===== src/sv/mssq_pkg.sv =====
// Shared constants and types of the medium size search sequencer.
package mssq_pkg;

   localparam int MAX_BLOCKS_LOG2_DEF = 24;

   localparam int CMD_W    = 2;
   localparam int STATUS_W = 3;
   localparam int COUNT_W  = 25;
   localparam int SIZE_W   = 31;
   localparam int ERR_W    = 3;
   localparam int KIB_W    = 7;
   localparam int PHASE_W  = 3;

   localparam logic [KIB_W-1:0] KIB_RESET = 7'd2;

   // Operation codes of an input transfer.
   localparam logic OP_START    = 1'b0;
   localparam logic OP_COMPLETE = 1'b1;

   // Completion status codes.
   localparam logic [STATUS_W-1:0] ST_DONE     = 3'd0;
   localparam logic [STATUS_W-1:0] ST_FAILED   = 3'd1;
   localparam logic [STATUS_W-1:0] ST_NOT_OPER = 3'd2;
   localparam logic [STATUS_W-1:0] ST_INTR     = 3'd4;
   localparam logic [STATUS_W-1:0] ST_BUILD    = 3'd5;

   // Commands issued on the result channel.
   localparam logic [CMD_W-1:0] CMD_SEEK   = 2'd0;
   localparam logic [CMD_W-1:0] CMD_REWIND = 2'd1;
   localparam logic [CMD_W-1:0] CMD_DONE   = 2'd2;
   localparam logic [CMD_W-1:0] CMD_ERROR  = 2'd3;

   // Error codes.
   localparam logic [ERR_W-1:0] ERR_NOSPACE = 3'd0;
   localparam logic [ERR_W-1:0] ERR_IO      = 3'd1;
   localparam logic [ERR_W-1:0] ERR_NODEV   = 3'd2;
   localparam logic [ERR_W-1:0] ERR_INTR    = 3'd3;
   localparam logic [ERR_W-1:0] ERR_BOUND   = 3'd4;

   // Search phases.
   localparam logic [PHASE_W-1:0] PH_IDLE      = 3'd0;
   localparam logic [PHASE_W-1:0] PH_DOUBLE    = 3'd1;
   localparam logic [PHASE_W-1:0] PH_FIRST_REW = 3'd2;
   localparam logic [PHASE_W-1:0] PH_PROBE     = 3'd3;
   localparam logic [PHASE_W-1:0] PH_PROBE_REW = 3'd4;

   typedef struct packed {
      logic [CMD_W-1:0]   command;
      logic [COUNT_W-1:0] seek_count;
      logic [SIZE_W-1:0]  medium_size_kib;
      logic [ERR_W-1:0]   error_code;
   } rsp_type;

endpackage


===== src/sv/mssq_size.sv =====
// Scales a block count by the block size in KiB and saturates to the size field.
module mssq_size #(
   parameter int BW = mssq_pkg::MAX_BLOCKS_LOG2_DEF + 1
) (
   input  logic [BW-1:0]                  blocks,
   input  logic [mssq_pkg::KIB_W-1:0]     block_kib,
   output logic [mssq_pkg::SIZE_W-1:0]    size_kib
);

   localparam int PW = BW + mssq_pkg::KIB_W;
   localparam int EW = PW + mssq_pkg::SIZE_W;

   logic [PW-1:0] product;
   logic [EW-1:0] product_ext;

   assign product     = PW'(blocks) * PW'(block_kib);
   assign product_ext = {{mssq_pkg::SIZE_W{1'b0}}, product};

   always_comb begin
      if (product_ext[EW-1:mssq_pkg::SIZE_W] != '0) begin
         size_kib = '1;
      end else begin
         size_kib = product_ext[mssq_pkg::SIZE_W-1:0];
      end
   end

endmodule


===== src/sv/mssq_step.sv =====
// Next-command logic: one input item against the current search state.
module mssq_step #(
   parameter int MAX_BLOCKS_LOG2 = mssq_pkg::MAX_BLOCKS_LOG2_DEF,
   parameter int BW = MAX_BLOCKS_LOG2 + 1
) (
   input  logic                           operation,
   input  logic [mssq_pkg::STATUS_W-1:0]  status,
   input  logic [mssq_pkg::KIB_W-1:0]     block_kib,
   input  logic [mssq_pkg::PHASE_W-1:0]   phase,
   input  logic [BW-1:0]                  low,
   input  logic [BW-1:0]                  high,
   output logic [mssq_pkg::PHASE_W-1:0]   phase_next,
   output logic [BW-1:0]                  low_next,
   output logic [BW-1:0]                  high_next,
   output logic                           emit,
   output mssq_pkg::rsp_type              rsp
);

   localparam int SW = mssq_pkg::COUNT_W;
   localparam logic [BW:0] LIMIT = {2'b01, {MAX_BLOCKS_LOG2{1'b0}}};

   logic [BW:0]      sum;
   logic [BW-1:0]    mid;
   logic [BW-1:0]    mid_p1;
   logic [BW-1:0]    dbl_src;
   logic [BW:0]      dbl;
   logic             dbl_over;
   logic [BW-1:0]    bs_low;
   logic [BW:0]      bs_sum;
   logic [BW-1:0]    bs_probe;
   logic             bs_finish;
   logic [mssq_pkg::SIZE_W-1:0] bs_size;
   logic [BW-1:0]    seek;
   logic [BW+SW-1:0] seek_ext;
   logic [mssq_pkg::ERR_W-1:0] other_err;

   assign sum    = {1'b0, low} + {1'b0, high};
   assign mid    = sum[BW:1];
   assign mid_p1 = mid + BW'(1);

   // A start restarts the doubling from a bound of one.
   assign dbl_src  = (operation == mssq_pkg::OP_START) ? BW'(1) : high;
   assign dbl      = {dbl_src, 1'b0};
   assign dbl_over = dbl > LIMIT;

   // A good probe raises the lower bound before the next binary step.
   assign bs_low    = (phase == mssq_pkg::PH_PROBE) ? mid_p1 : low;
   assign bs_sum    = {1'b0, bs_low} + {1'b0, high};
   assign bs_probe  = bs_sum[BW:1] + BW'(1);
   assign bs_finish = bs_low >= high;

   mssq_size #(.BW(BW)) u_size (
      .blocks   (bs_low),
      .block_kib(block_kib),
      .size_kib (bs_size)
   );

   always_comb begin
      case (status)
         mssq_pkg::ST_INTR:  other_err = mssq_pkg::ERR_INTR;
         mssq_pkg::ST_BUILD: other_err = mssq_pkg::ERR_NOSPACE;
         default:            other_err = mssq_pkg::ERR_IO;
      endcase
   end

   always_comb begin
      phase_next = phase;
      low_next   = low;
      high_next  = high;
      emit       = 1'b1;
      seek       = '0;
      rsp        = '0;

      if (operation == mssq_pkg::OP_START) begin
         low_next  = BW'(1);
         high_next = dbl[BW-1:0];
         phase_next = mssq_pkg::PH_DOUBLE;
         rsp.command = mssq_pkg::CMD_SEEK;
         seek = dbl[BW-1:0];
      end else begin
         unique case (phase) inside
            mssq_pkg::PH_DOUBLE: begin
               if (status == mssq_pkg::ST_DONE) begin
                  low_next  = high;
                  high_next = dbl[BW-1:0];
                  if (dbl_over) begin
                     phase_next = mssq_pkg::PH_IDLE;
                     rsp.command = mssq_pkg::CMD_ERROR;
                     rsp.error_code = mssq_pkg::ERR_BOUND;
                  end else begin
                     rsp.command = mssq_pkg::CMD_SEEK;
                     seek = dbl[BW-1:0];
                  end
               end else if (status == mssq_pkg::ST_FAILED) begin
                  phase_next = mssq_pkg::PH_FIRST_REW;
                  rsp.command = mssq_pkg::CMD_REWIND;
               end else begin
                  phase_next = mssq_pkg::PH_IDLE;
                  rsp.command = mssq_pkg::CMD_ERROR;
                  rsp.error_code = (status == mssq_pkg::ST_NOT_OPER) ?
                                   mssq_pkg::ERR_NODEV : other_err;
               end
            end
            mssq_pkg::PH_FIRST_REW,
            mssq_pkg::PH_PROBE,
            mssq_pkg::PH_PROBE_REW: begin
               if (status == mssq_pkg::ST_DONE) begin
                  low_next = bs_low;
                  if (bs_finish) begin
                     phase_next = mssq_pkg::PH_IDLE;
                     rsp.command = mssq_pkg::CMD_DONE;
                     rsp.medium_size_kib = bs_size;
                  end else begin
                     phase_next = mssq_pkg::PH_PROBE;
                     rsp.command = mssq_pkg::CMD_SEEK;
                     seek = bs_probe;
                  end
               end else if (status == mssq_pkg::ST_FAILED &&
                            phase == mssq_pkg::PH_PROBE) begin
                  high_next  = mid;
                  phase_next = mssq_pkg::PH_PROBE_REW;
                  rsp.command = mssq_pkg::CMD_REWIND;
               end else begin
                  phase_next = mssq_pkg::PH_IDLE;
                  rsp.command = mssq_pkg::CMD_ERROR;
                  if (status == mssq_pkg::ST_FAILED) begin
                     rsp.error_code = mssq_pkg::ERR_IO;
                  end else if (status == mssq_pkg::ST_NOT_OPER) begin
                     rsp.error_code = (phase == mssq_pkg::PH_PROBE_REW) ?
                                      mssq_pkg::ERR_IO : mssq_pkg::ERR_NODEV;
                  end else begin
                     rsp.error_code = other_err;
                  end
               end
            end
            default: begin
               // Completions arriving while idle are dropped.
               emit = 1'b0;
            end
         endcase
      end

      seek_ext = {{SW{1'b0}}, seek};
      rsp.seek_count = seek_ext[SW-1:0];
   end

endmodule


===== src/sv/medium_size_search_sequencer_core.sv =====
// Top level of the medium size search sequencer: registers, handshakes and checks.
//
// The sequencer sizes a tape medium by trying seeks. Each transfer on the req_
// channel is a start event or the completion status of the command last
// issued; for each one the block answers with one transfer on the rsp_ channel
// holding the next command (seek, rewind, finished with a size in KiB, or an
// error). A completion that arrives while no search runs is dropped without a
// response. An item waits in the input register, where the next command and the
// new bounds are computed, until the output register is free, and then sits in
// the output register until it is taken, so a new item is accepted in every
// cycle while the response side keeps up. The critical path is the bound adder,
// the increment and the 7-bit size multiply with saturation that follow it.
// The block size register (reset value 2 KiB) may be written at any time
// through the csr_ channel but is only meaningful when written while no item is
// in flight.
module medium_size_search_sequencer_core #(
   parameter int MAX_BLOCKS_LOG2 = mssq_pkg::MAX_BLOCKS_LOG2_DEF
) (
   input  logic                           clock,
   input  logic                           reset,

   input  logic                           req_valid,
   output logic                           req_ready,
   input  logic                           req_operation,
   input  logic [mssq_pkg::STATUS_W-1:0]  req_status,

   output logic                           rsp_valid,
   input  logic                           rsp_ready,
   output logic [mssq_pkg::CMD_W-1:0]     rsp_command,
   output logic [mssq_pkg::COUNT_W-1:0]   rsp_seek_count,
   output logic [mssq_pkg::SIZE_W-1:0]    rsp_medium_size_kib,
   output logic [mssq_pkg::ERR_W-1:0]     rsp_error_code,

   input  logic                           csr_valid,
   output logic                           csr_ready,
   input  logic [mssq_pkg::KIB_W-1:0]     csr_block_kib
);

   // The bounds reach 2^MAX_BLOCKS_LOG2, which needs one bit more than the log.
   localparam int BW = MAX_BLOCKS_LOG2 + 1;

   // Configuration register. It is always ready to take a transfer.
   logic [mssq_pkg::KIB_W-1:0] kib_ff;

   // Input register.
   logic                          in_valid_ff;
   logic                          in_op_ff;
   logic [mssq_pkg::STATUS_W-1:0] in_status_ff;

   // Search state.
   logic [mssq_pkg::PHASE_W-1:0]  phase_ff;
   logic [BW-1:0]                 low_ff;
   logic [BW-1:0]                 high_ff;

   // Output register.
   logic                          rsp_valid_ff;
   mssq_pkg::rsp_type             rsp_ff;

   // Step results.
   logic [mssq_pkg::PHASE_W-1:0]  phase_in;
   logic [BW-1:0]                 low_in;
   logic [BW-1:0]                 high_in;
   logic                          emit;
   mssq_pkg::rsp_type             rsp_in;

   logic out_free;
   logic advance;
   logic load_rsp;

   // The output register can take a new response when it is empty or its
   // current response is being transferred in this cycle. The held item is
   // processed only then, so the state never runs ahead of the responses.
   assign out_free  = !rsp_valid_ff || rsp_ready;
   assign advance   = in_valid_ff && out_free;
   assign load_rsp  = advance && emit;
   assign req_ready = !in_valid_ff || advance;
   assign csr_ready = 1'b1;

   mssq_step #(
      .MAX_BLOCKS_LOG2(MAX_BLOCKS_LOG2),
      .BW             (BW)
   ) u_step (
      .operation (in_op_ff),
      .status    (in_status_ff),
      .block_kib (kib_ff),
      .phase     (phase_ff),
      .low       (low_ff),
      .high      (high_ff),
      .phase_next(phase_in),
      .low_next  (low_in),
      .high_next (high_in),
      .emit      (emit),
      .rsp       (rsp_in)
   );

   always_ff @(posedge clock) begin
      if (reset) begin
         kib_ff <= mssq_pkg::KIB_RESET;
      end else if (csr_valid && csr_ready) begin
         kib_ff <= csr_block_kib;
      end
   end

   always_ff @(posedge clock) begin
      if (reset) begin
         in_valid_ff <= 1'b0;
      end else if (req_ready) begin
         in_valid_ff <= req_valid;
      end
   end

   always_ff @(posedge clock) begin
      if (req_valid && req_ready) begin
         in_op_ff     <= req_operation;
         in_status_ff <= req_status;
      end
   end

   always_ff @(posedge clock) begin
      if (reset) begin
         phase_ff <= mssq_pkg::PH_IDLE;
         low_ff   <= BW'(1);
         high_ff  <= BW'(1);
      end else if (advance) begin
         phase_ff <= phase_in;
         low_ff   <= low_in;
         high_ff  <= high_in;
      end
   end

   always_ff @(posedge clock) begin
      if (reset) begin
         rsp_valid_ff <= 1'b0;
      end else if (out_free) begin
         rsp_valid_ff <= load_rsp;
      end
   end

   always_ff @(posedge clock) begin
      if (load_rsp) begin
         rsp_ff <= rsp_in;
      end
   end

   assign rsp_valid           = rsp_valid_ff;
   assign rsp_command         = rsp_ff.command;
   assign rsp_seek_count      = rsp_ff.seek_count;
   assign rsp_medium_size_kib = rsp_ff.medium_size_kib;
   assign rsp_error_code      = rsp_ff.error_code;

   // A response that is waiting is never overwritten by the next item.
   assert property (@(posedge clock) disable iff (reset)
      (rsp_valid_ff && !rsp_ready) |-> !load_rsp)
      else $error("response overwritten while stalled");

   // While a search runs the lower bound never passes the upper bound.
   assert property (@(posedge clock) disable iff (reset)
      (phase_ff != mssq_pkg::PH_IDLE) |-> (low_ff <= high_ff))
      else $error("search bounds crossed");

   // A start always leads to a seek to two blocks in the doubling phase.
   assert property (@(posedge clock) disable iff (reset)
      (advance && in_op_ff == mssq_pkg::OP_START) |=>
         (rsp_valid_ff && rsp_ff.command == mssq_pkg::CMD_SEEK &&
          rsp_ff.seek_count == mssq_pkg::COUNT_W'(2) &&
          phase_ff == mssq_pkg::PH_DOUBLE))
      else $error("start did not issue the first seek");

endmodule


===== config.mk =====
export PLATFORM = sky130hd
export DESIGN_NAME = medium_size_search_sequencer_core
export DESIGN_NICKNAME = d
export VERILOG_FILES = /design/src/sv/mssq_pkg.sv /design/src/sv/mssq_size.sv /design/src/sv/mssq_step.sv /design/src/sv/medium_size_search_sequencer_core.sv
export SDC_FILE = /design/constraint.sdc
export NUM_CORES = 1
export LEC_CHECK = 0
export BUFFER_PORTS_ARGS = -buffer_cell sky130_fd_sc_hd__buf_2
export CORE_ASPECT_RATIO = 0.7
export CORE_MARGIN = 2
export CORE_UTILIZATION = 25
export CTS_CLUSTER_SIZE = 40
export DETAILED_ROUTE_END_ITERATION = 16
export SLEW_MARGIN = 5
export SYNTH_ARGS = -nofsm -noshare
export SYNTH_HDL_FRONTEND = slang
export SYNTH_SLANG_ARGS = --single-unit
export TNS_END_PERCENT = 30

===== constraint.sdc =====
create_clock -name clock -period 17.4 [get_ports clock]
set_clock_uncertainty 0.15 [all_clocks]
set_input_delay 4.35 -clock clock [delete_from_list [all_inputs] [get_ports clock]]
set_output_delay 4.35 -clock clock [all_outputs]
set_load 0.02 [all_outputs]

# --- Word level (Yosys, flattened, before mapping) ---
# Cells that the tools add are included.
# Widths: inputs -> output; s select.
totals:
  ff_bits: 127
  input_bits: 16
  output_inout_bits: 64
  elab_cells: 95
classes:
  addsub: 4
  multipliers: 1
  n_lt_le_gt_ge: 2
  eq_ne: 14
  n_mux: 46
  n_reduce_logical: 15
ops:
  columns: ["cell", "n"]
  rows:
  - ["$mux 25", 14]
  - ["$pmux 25 s2", 3]
  - ["$add 25x25->26", 2]
  - ["$add 25x1->25 const B", 2]
  - ["$mux 3", 12]
  - ["$mul 25x7->32", 1]
  - ["$mux 31", 1]
  - ["$gt 26x25->1 const B", 1]
  - ["$ge 25x25->1", 1]
  - ["$mux 2", 10]
  - ["$pmux 3 s2", 2]
  - ["$eq 3x2->1 const B", 3]
  - ["$eq 3x3->1 const B", 3]
  - ["$pmux 2 s2", 2]
  - ["$reduce_and 4->1", 2]
  - ["$eq 3x1->1 const B", 2]
  - ["$ne 3x2->1 const B", 2]
  - ["$ne 3x3->1 const B", 2]
  - ["$reduce_and 5->1", 1]
  - ["$logic_and 1x1->1", 4]
  - ["$ne 4x3->1 const B", 1]
  - ["$reduce_or 4->1", 1]
  - ["$logic_not 3->1", 1]
  - ["$ne 3x1->1 const B", 1]
  - ["other kinds (5)", 8]

# --- Logic depth before layout (Yosys ltp) ---
# Gate-level depths: netlist of the first run.
depth:
  ltp_word: 9
  ltp_mapped: 30
  depth_no_buf: 29

# --- By module ---
# A second synthesis of the first run with hierarchy kept.
unflattened:
  cells_unflattened: 2137
  area_unflattened_um2: 17695.7
modules_own_cells:
  columns: ["mod", "instances", "cells_each", "area_each_um2", "seq_area_each_um2"]
  rows:
  - ["mssq_step", 1, 1086, 7066.8, 0.0]
  - ["mssq_size", 1, 720, 5921.9, 0.0]
  - ["medium_size_search_sequencer_core", 1, 331, 4707.0, 3193.1]

# --- Worst setup path before layout of the first run ---
# OpenSTA, ideal clock, no wires.
synth_path:
  path_type: "in2out"
  from: "input port rsp_ready"
  to: "output port req_ready"
  arrival_ps: 4674
  required_time_ps: 12900
  slack_ps: 8226
  stages: 2
  n_path_buf: 0
  path_cell_list: "nor2b_1 > nand2_1"
synth_between:
  elab_chain_cells: 3
synth_rtl:
  columns: ["item", "line_no", "source"]
  rows:
  - ["from (decl)", "medium_size_search_sequencer_core.sv:28", "input logic rsp_ready,"]
  - ["$logic_or 1x1->1", "medium_size_search_sequencer_core.sv:73", "assign out_free = !rsp_valid_ff || rsp_ready;"]
  - ["$logic_and 1x1->1", "medium_size_search_sequencer_core.sv:74", "assign advance = in_valid_ff && out_free;"]
  - ["$logic_or 1x1->1", "medium_size_search_sequencer_core.sv:76", "assign req_ready = !in_valid_ff || advance;"]
  - ["to (decl)", "medium_size_search_sequencer_core.sv:23", "output logic req_ready,"]
# Every way passes these cells.

# --- Worst setup path in the final report of the first run ---
layout_path:
  from: "register high_ff[1]"
  to: "register rsp_ff (netlist bit rsp_medium_size_kib[8]), data pin"
layout_between:
  elab_chain_cells: 5
  elab_cells_between_ends: 7
  cone_classes: "add/sub (2); mul (1); order compare (1); mux (2); reduce/logical (1)"
layout_rtl:
  columns: ["item", "line_no", "source"]
  rows:
  - ["from (decl)", "medium_size_search_sequencer_core.sv:53", "logic [BW-1:0] high_ff;"]
  - ["from (signal assigned)", "medium_size_search_sequencer_core.sv:127", "high_ff <= high_in;"]
  - ["$add 25x25->26", "mssq_step.sv:37", "assign sum = {1'b0, low} + {1'b0, high};"]
  - ["$add 25x1->25", "mssq_step.sv:39", "assign mid_p1 = mid + BW'(1);"]
  - ["$mux 25", "mssq_step.sv:47", "assign bs_low = (phase == mssq_pkg::PH_PROBE) ? mid_p1 : low;"]
  - ["$mul 25x7->32 / $ge 25x25->1 (equally long branches)", "mssq_size.sv:16, mssq_step.sv:50", null]
  - ["$mux 31 / $reduce_and 4->1 (equally long branches)", null, null]
  - ["to (signal assigned)", "medium_size_search_sequencer_core.sv:141", "rsp_ff <= rsp_in;"]
  - ["to (decl)", "medium_size_search_sequencer_core.sv:57", "mssq_pkg::rsp_type rsp_ff;"]
# Parallel ways exist; a longest one is shown, timed or not.
# A chain may end at the register's enable or synchronous reset.

==> results of run 1 <==
## sequential cells by signal, indices dropped and copies added, names as in the netlist
| signal | count |
|---|---|
| rsp_error_code | 3 |
| in_op_ff | 1 |
| in_status_ff | 3 |
| kib_ff | 7 |
| phase_ff | 3 |
| rsp_valid | 1 |
| in_valid_ff | 1 |
| high_ff | 25 |
| rsp_command | 2 |
| low_ff | 25 |
| rsp_medium_size_kib | 31 |
| rsp_seek_count | 25 |
## stage by stage
stage          power [mW]  setup WS, ns  hold WS [ns]  utilization, %  cell area, um^2
2_1_floorplan       0.370          8.23         0.299               -            15700
3_3_place_gp        0.393          8.01         0.324            27.5            17000
3_5_place_dp        0.394          7.74         0.328            27.5            17000
4_1_cts             0.781          7.69         0.340            28.5            17600
5_1_grt             0.798          7.04         0.354            28.5            17600
6_report            0.775          7.58         0.343            28.5            17600
## worst register-to-register path, delay by kind of cell, from the launching register on
kind | cells | cell delay (ns)
AND/OR/NAND/NOR | 7 | 2.29
adder cells (fa/ha/maj) | 6 | 2.80
buffers and inverters | 4 | 0.60
AO/OA/AOI/OAI | 8 | 2.46
XOR/XNOR | 3 | 0.76
flip-flops | 1 | 0.49
## synth_stat cells (all sizes together) (20+ instances only)
master  number
nand2      184
inv        161
ha         136
a21oi      130
and2       126
nor2       125
fa         116
o21ai       90
clkbuf      66
edfxtp      65
dfxtp       62
xnor2       58
nor3        40
nand3       34
nor2b       33
xor2        33
a22oi       30
a21o        24
nor4        20
## final timing paths
kind | startpoint | endpoint | slack, ns | depth (start not counted)
min | low_ff[6]$_SDFFE_PP0P_ | low_ff[6]$_SDFFE_PP0P_ | 0.34 | 2
max | high_ff[1]$_SDFFE_PP0P_ | rsp_medium_size_kib[8]$_SDFFCE_PN0P_ | 7.58 | 28
max reg2reg | high_ff[1]$_SDFFE_PP0P_ | rsp_medium_size_kib[8]$_SDFFCE_PN0P_ | 7.58 | 28
min reg2reg | low_ff[6]$_SDFFE_PP0P_ | low_ff[6]$_SDFFE_PP0P_ | 0.34 | 2
## logic make-up (layout without fill, tap and decap cells)
kind of cell,after synthesis,in the layout
simple gates,672,672
buf+inv,239,296
mux,14,14
compound gates,452,452
flops,127,127
xor+xnor,91,91
other cells,1,1
fa+ha+maj,252,252
## power groups by stage
stage	clock network [mW]	registers (mW)	logic [mW]
final	0.387	0.332	0.0555
after global routing	0.404	0.334	0.0606
after CTS	0.393	0.332	0.0551
after detailed placement	0	0.339	0.0548
after global placement	0	0.339	0.0544
after floorplan	0	0.338	0.0322
## area by class of cell
cell class                      instances  area [um^2]  area share (%)
Clock buffer                           17          425            2.42
Clock inverter                         15          185            1.05
Inverter                              162          608            3.46
Multi-Input combinational cell       1482        11600            65.8
Sequential cell                       127         3190            18.2
Tap cell                              819         1020            5.83
Timing Repair Buffer                  102          568            3.23
## routing by layer
layer	up-vias	part of all wire, %	global-route usage, %
met2	493	40	20.7
li1	6568	-	-
met4	0	0.94	3.16
met5	-	0	0
met1	6882	50	23.0
met3	29	9.1	4.01
==> flow_summary.yaml, run 1 <==
run_status:
  status: "finished clean"
sta:
  fin_setup_tns_ns: 0
  setup_viol: 0
  max_freq_ghz: 0.102
  slew_viol_final: 0
  relSlewSlack_pct: 17.8
  rsz0062_at_grt: "false"
  worst_pin_slew_ns: 1.23
  fin_crit_sh_pct: 56.4
  fin_crit_ns: 9.82
  hold_viol: 0
critical_path:
  worstPathRequired_ns: 17.43
  end_kind: "flop"
  worstPathArrival_ns: 9.85
  cp_slowest_stage_delay_ns: 0.60
  crit_path_start_kind: "flop"
  crit_type: "flop to flop"
  slowest_stage: "o31ai_1"
  path_delay_family: "adder cells"
  crit_top_cell: "fa_1"
  cp_max_fo: 31
  crit_buf_inv: 4
logic_synthesis:
  seq_area_frac_synth_pct: 20.4
  synth_cells: 1848
  synth_edf_count: 65
  synth_fa_ha_area_share_pct: 25.7
  synthDistinctLibCells: 98
  yosys.area_share.simple_pct: 22.5
  synth_top_family_by_area: "adder cells"
  syn-mean-instance-area_um2: 8.47
  synth_fp_nets: 2116
  synth_compound_area_share_pct: 19.5
  async_reset_ff_share_pct: 0
  ys_seq_elements: 127
  yosys-top-cells-area: "fa_1, edfxtp_1, ha_1"
  synth_xor_area_share_pct: 5.21
  synthMuxAreaShare_pct: 0.903
  synth_flop_cell: "edfxtp_1"
  yosysTopAreaCell: "fa_1"
  yosysWarnings: 0
  syn_area_um2: 15700
  synth_top_area_share_pct: 14.8
cts:
  cts_made_buffers: 17
  ctsHoldBuffers: 0
  cts_resized: 0
  cts_max_level: 4
  cts_tree: "done"
  cts_num_sinks: 127
  clk_latency_ns: 0.46
  root_buffer: "clkbuf_16"
  cts_setup_buffers: 0
  clockBufferDepth: 2
  clk_pin_slew_worst_paths_ns: 0.08
die:
  initial_utilization_pct: 25.4
  chipHeight_um: 213
  dieArea_um2: 64700
  ios: 80
  rows: 76
  die_x_um: 303
  core_area_um2: 61700
final_layout:
  final_nets: 2160
  fin_cells: 2724
  antenna_cells: 0
  synthToLayoutAreaGrowth_pct: 12.2
  nFillCells: 6558
  final_common_cell: "nand2_1"
  drive_gt1_share_pct: 9.55
  mostFrequentLayoutCells: "nand2_1, inv_1, ha_1"
placement:
  dp_cells: 2691
  gp_congestion: 0.925
  hpwl_um: 37600
  portBuffers: 78
power_and_ir_drop:
  power.internal_mw: 0.546
  swShare_pct: 29.5
  comb_power_share_pct: 7.2
  power_switching_mw: 0.228
  clkPwrFrac_pct: 49.9
  peakVddDrop_v: 0.0000671
  p_leak_nw: 7.41
  p_seq_share_pct: 42.9
  power_density_nw_per_um2: 44.1
routing:
  wirelength_um: 48000
  drt-initial-drc-count: 1221
  avgViaCountPerCell: 5.13
  vias: 14000
  wl_per_cell_um: 17.6
  drt.antenna.violating_nets: 0
  firstDrtPassIters: 5
  drc: 0
grt:
  grt_overflow: 0
  grtUsageTotal_pct: 15.0
  grt_pass1_wl_um: 76600
  grt_pass1_vias: 13400
  grt_max_degree: 63
  antenna_found_initial: 2
flow_run:
  maxCapViolations: 0
min_path:
  hp-class: "flop to flop"
Note: power is estimated with default switching activity, not from simulation.
==> run 2, diff against run 1 <==
==> constraint.sdc (replaced) <==
create_clock -name clock -period 9 [get_ports clock]
set_clock_uncertainty 0.15 [all_clocks]
set_input_delay 2.25 -clock clock [delete_from_list [all_inputs] [get_ports clock]]
set_output_delay 2.25 -clock clock [all_outputs]
set_load 0.02 [all_outputs]
==> flow_summary.yaml, run 2 (synthesis results as in run 1) <==
power_and_ir_drop:
  power.internal_mw: 1.10
  power_density_nw_per_um2: 84.2
  peakVddDrop_v: 0.0000814
  power_switching_mw: 0.428
  p_leak_nw: 7.78
  clkPwrFrac_pct: 50.6
  comb_power_share_pct: 7.8
  finalPower_mw: 1.53
  swShare_pct: 28.0
  p_seq_share_pct: 41.6
routing:
  drt-initial-drc-count: 1188
  wl_per_cell_um: 18.1
  wirelength_um: 50300
  drt.antenna.violating_nets: 0
  avgViaCountPerCell: 5.16
  vias: 14400
  firstDrtPassIters: 7
  drc: 0
cts:
  ctsHoldBuffers: 0
  root_buffer: "clkbuf_16"
  clockBufferDepth: 2
  cts_max_level: 4
  cts_num_sinks: 127
  clk_pin_slew_worst_paths_ns: 0.07
  cts_made_buffers: 17
  cts_tree: "done"
  clk_latency_ns: 0.46
grt:
  grt_pass1_wl_um: 79500
  grtUsageTotal_pct: 15.7
  grt_max_degree: 55
  antenna_found_initial: 2
  grt_overflow: 0
  grt_pass1_vias: 14000
critical_path:
  r2r_end: "rsp_medium_size_kib[2]$_SDFFCE_PN0P_"
  crit_type: "flop to flop"
  cp-startpoint: "high_ff[0]$_SDFFE_PP1P_"
  worstPathRequired_ns: 9.04
  cp_slowest_stage_delay_ns: 0.55
  cp_max_fo: 25
  crit_top_cell: "fa_1"
  crit-reg2reg-launch: "high_ff[0]$_SDFFE_PP1P_"
  slowest_stage: "fa_1"
  worst-r2r-setup-slack_ns: 0.34
  cp-endpoint: "rsp_medium_size_kib[2]$_SDFFCE_PN0P_"
  crit_path_start_kind: "flop"
  end_kind: "flop"
  worstPathArrival_ns: 8.70
  rr_worst_depth: 30
die:
  core_area_um2: 61700
  ios: 80
  rows: 76
  dieArea_um2: 64700
  die_x_um: 303
  initial_utilization_pct: 25.4
  chipHeight_um: 213
min_path:
  hp-class: "flop to flop"
placement:
  portBuffers: 78
  dp_cells: 2748
  gp_congestion: 0.949
  hpwl_um: 39000
final_layout:
  mostFrequentLayoutCells: "nand2_1, inv_1, ha_1"
  drive_gt1_share_pct: 13.5
  final_common_cell: "nand2_1"
  largest_register_ff_count: 31
  synthToLayoutAreaGrowth_pct: 16.0
  fin_util_pct: 29.4
  antenna_cells: 0
  fin_cells: 2784
  final_nets: 2220
sta:
  worst_pin_slew_ns: 1.24
  fin_crit_ns: 8.66
  setup_viol: 0
  slew_viol_final: 0
  fin_crit_sh_pct: 96.2
  holdWs_ns: 0.338
  rsz0062_at_grt: "false"
  relSlewSlack_pct: 16.5
  max_freq_ghz: 0.115
  hold_viol: 0
  fin_setup_tns_ns: 0
flow_run:
  maxCapViolations: 0
run_status:
  status: "finished clean"
==> run 2: cell count changes in the layout (fill, tap and decap cells not counted), sizes merged <==
cell and delta:
buf +61, bufinv +2, clkbuf -1, clkinvlp +1, inv -3
==> run 2: power groups by stage <==
| stage | clock network [mW] | logic [mW] | registers [mW] |
|---|---|---|---|
| 2_1_floorplan | 0 | 0.0622 | 0.654 |
| 3_3_place_gp | 0 | 0.115 | 0.648 |
| 3_5_place_dp | 0 | 0.117 | 0.648 |
| 4_1_cts | 0.785 | 0.118 | 0.636 |
| 5_1_grt | 0.808 | 0.129 | 0.638 |
| 6_report | 0.774 | 0.120 | 0.636 |
==> run 2: worst min-delay path by stage <==
stage                                      start                     end  slack (ns)  cells past startpoint
after floorplan           low_ff[1]$_SDFFE_PP0P_  low_ff[1]$_SDFFE_PP0P_        0.30                      2
after global placement    low_ff[1]$_SDFFE_PP0P_  low_ff[1]$_SDFFE_PP0P_        0.32                      2
after detailed placement  low_ff[6]$_SDFFE_PP0P_  low_ff[6]$_SDFFE_PP0P_        0.33                      2
after CTS                 low_ff[1]$_SDFFE_PP0P_  low_ff[1]$_SDFFE_PP0P_        0.34                      2
after global routing      low_ff[6]$_SDFFE_PP0P_  low_ff[6]$_SDFFE_PP0P_        0.35                      2
final                     low_ff[1]$_SDFFE_PP0P_  low_ff[1]$_SDFFE_PP0P_        0.34                      2
==> run 2: what timing repair did <==
action,4_1_cts,5_1_grt
setup buffers,0,4
resized for setup,0,25
setup endpoints to repair,0,31
==> run 2: area by class of cell <==
type	instances	area, um^2
clock buffer	17	425
sequential	127	3200
tap	819	1020
timing repair buffer	162	1030
inverter	162	608
multi-input combinational	1482	11700
fill	6536	43500
clock inverter	15	200
==> run 2: layer usage <==
metal,vias to the layer above,GRT usage [%],wire length (um)
met1,7078,24.1,25400
met2,531,21.3,19700
li1,6692,-,-
met5,-,0,12
met3,50,4.55,4600
met4,2,3.06,573
==> run 2: stage by stage <==
stage                     worst slack, ns  instance area, um^2
final                               0.341                18200
after global routing               0.0120                18200
after CTS                          0.0283                18000
after detailed placement           0.0533                17400
after global placement              0.151                17400
after floorplan                     0.904                15700
==> run 2: critical path: cells and delay by family (launching register included) <==
family,cells,cell delay (ns)
buffers and inverters,4,0.47
flip-flops,1,0.53
AO/OA/AOI/OAI,10,2.39
AND/OR/NAND/NOR,8,1.80
adder cells (fa/ha/maj),6,2.70
XOR/XNOR,2,0.34
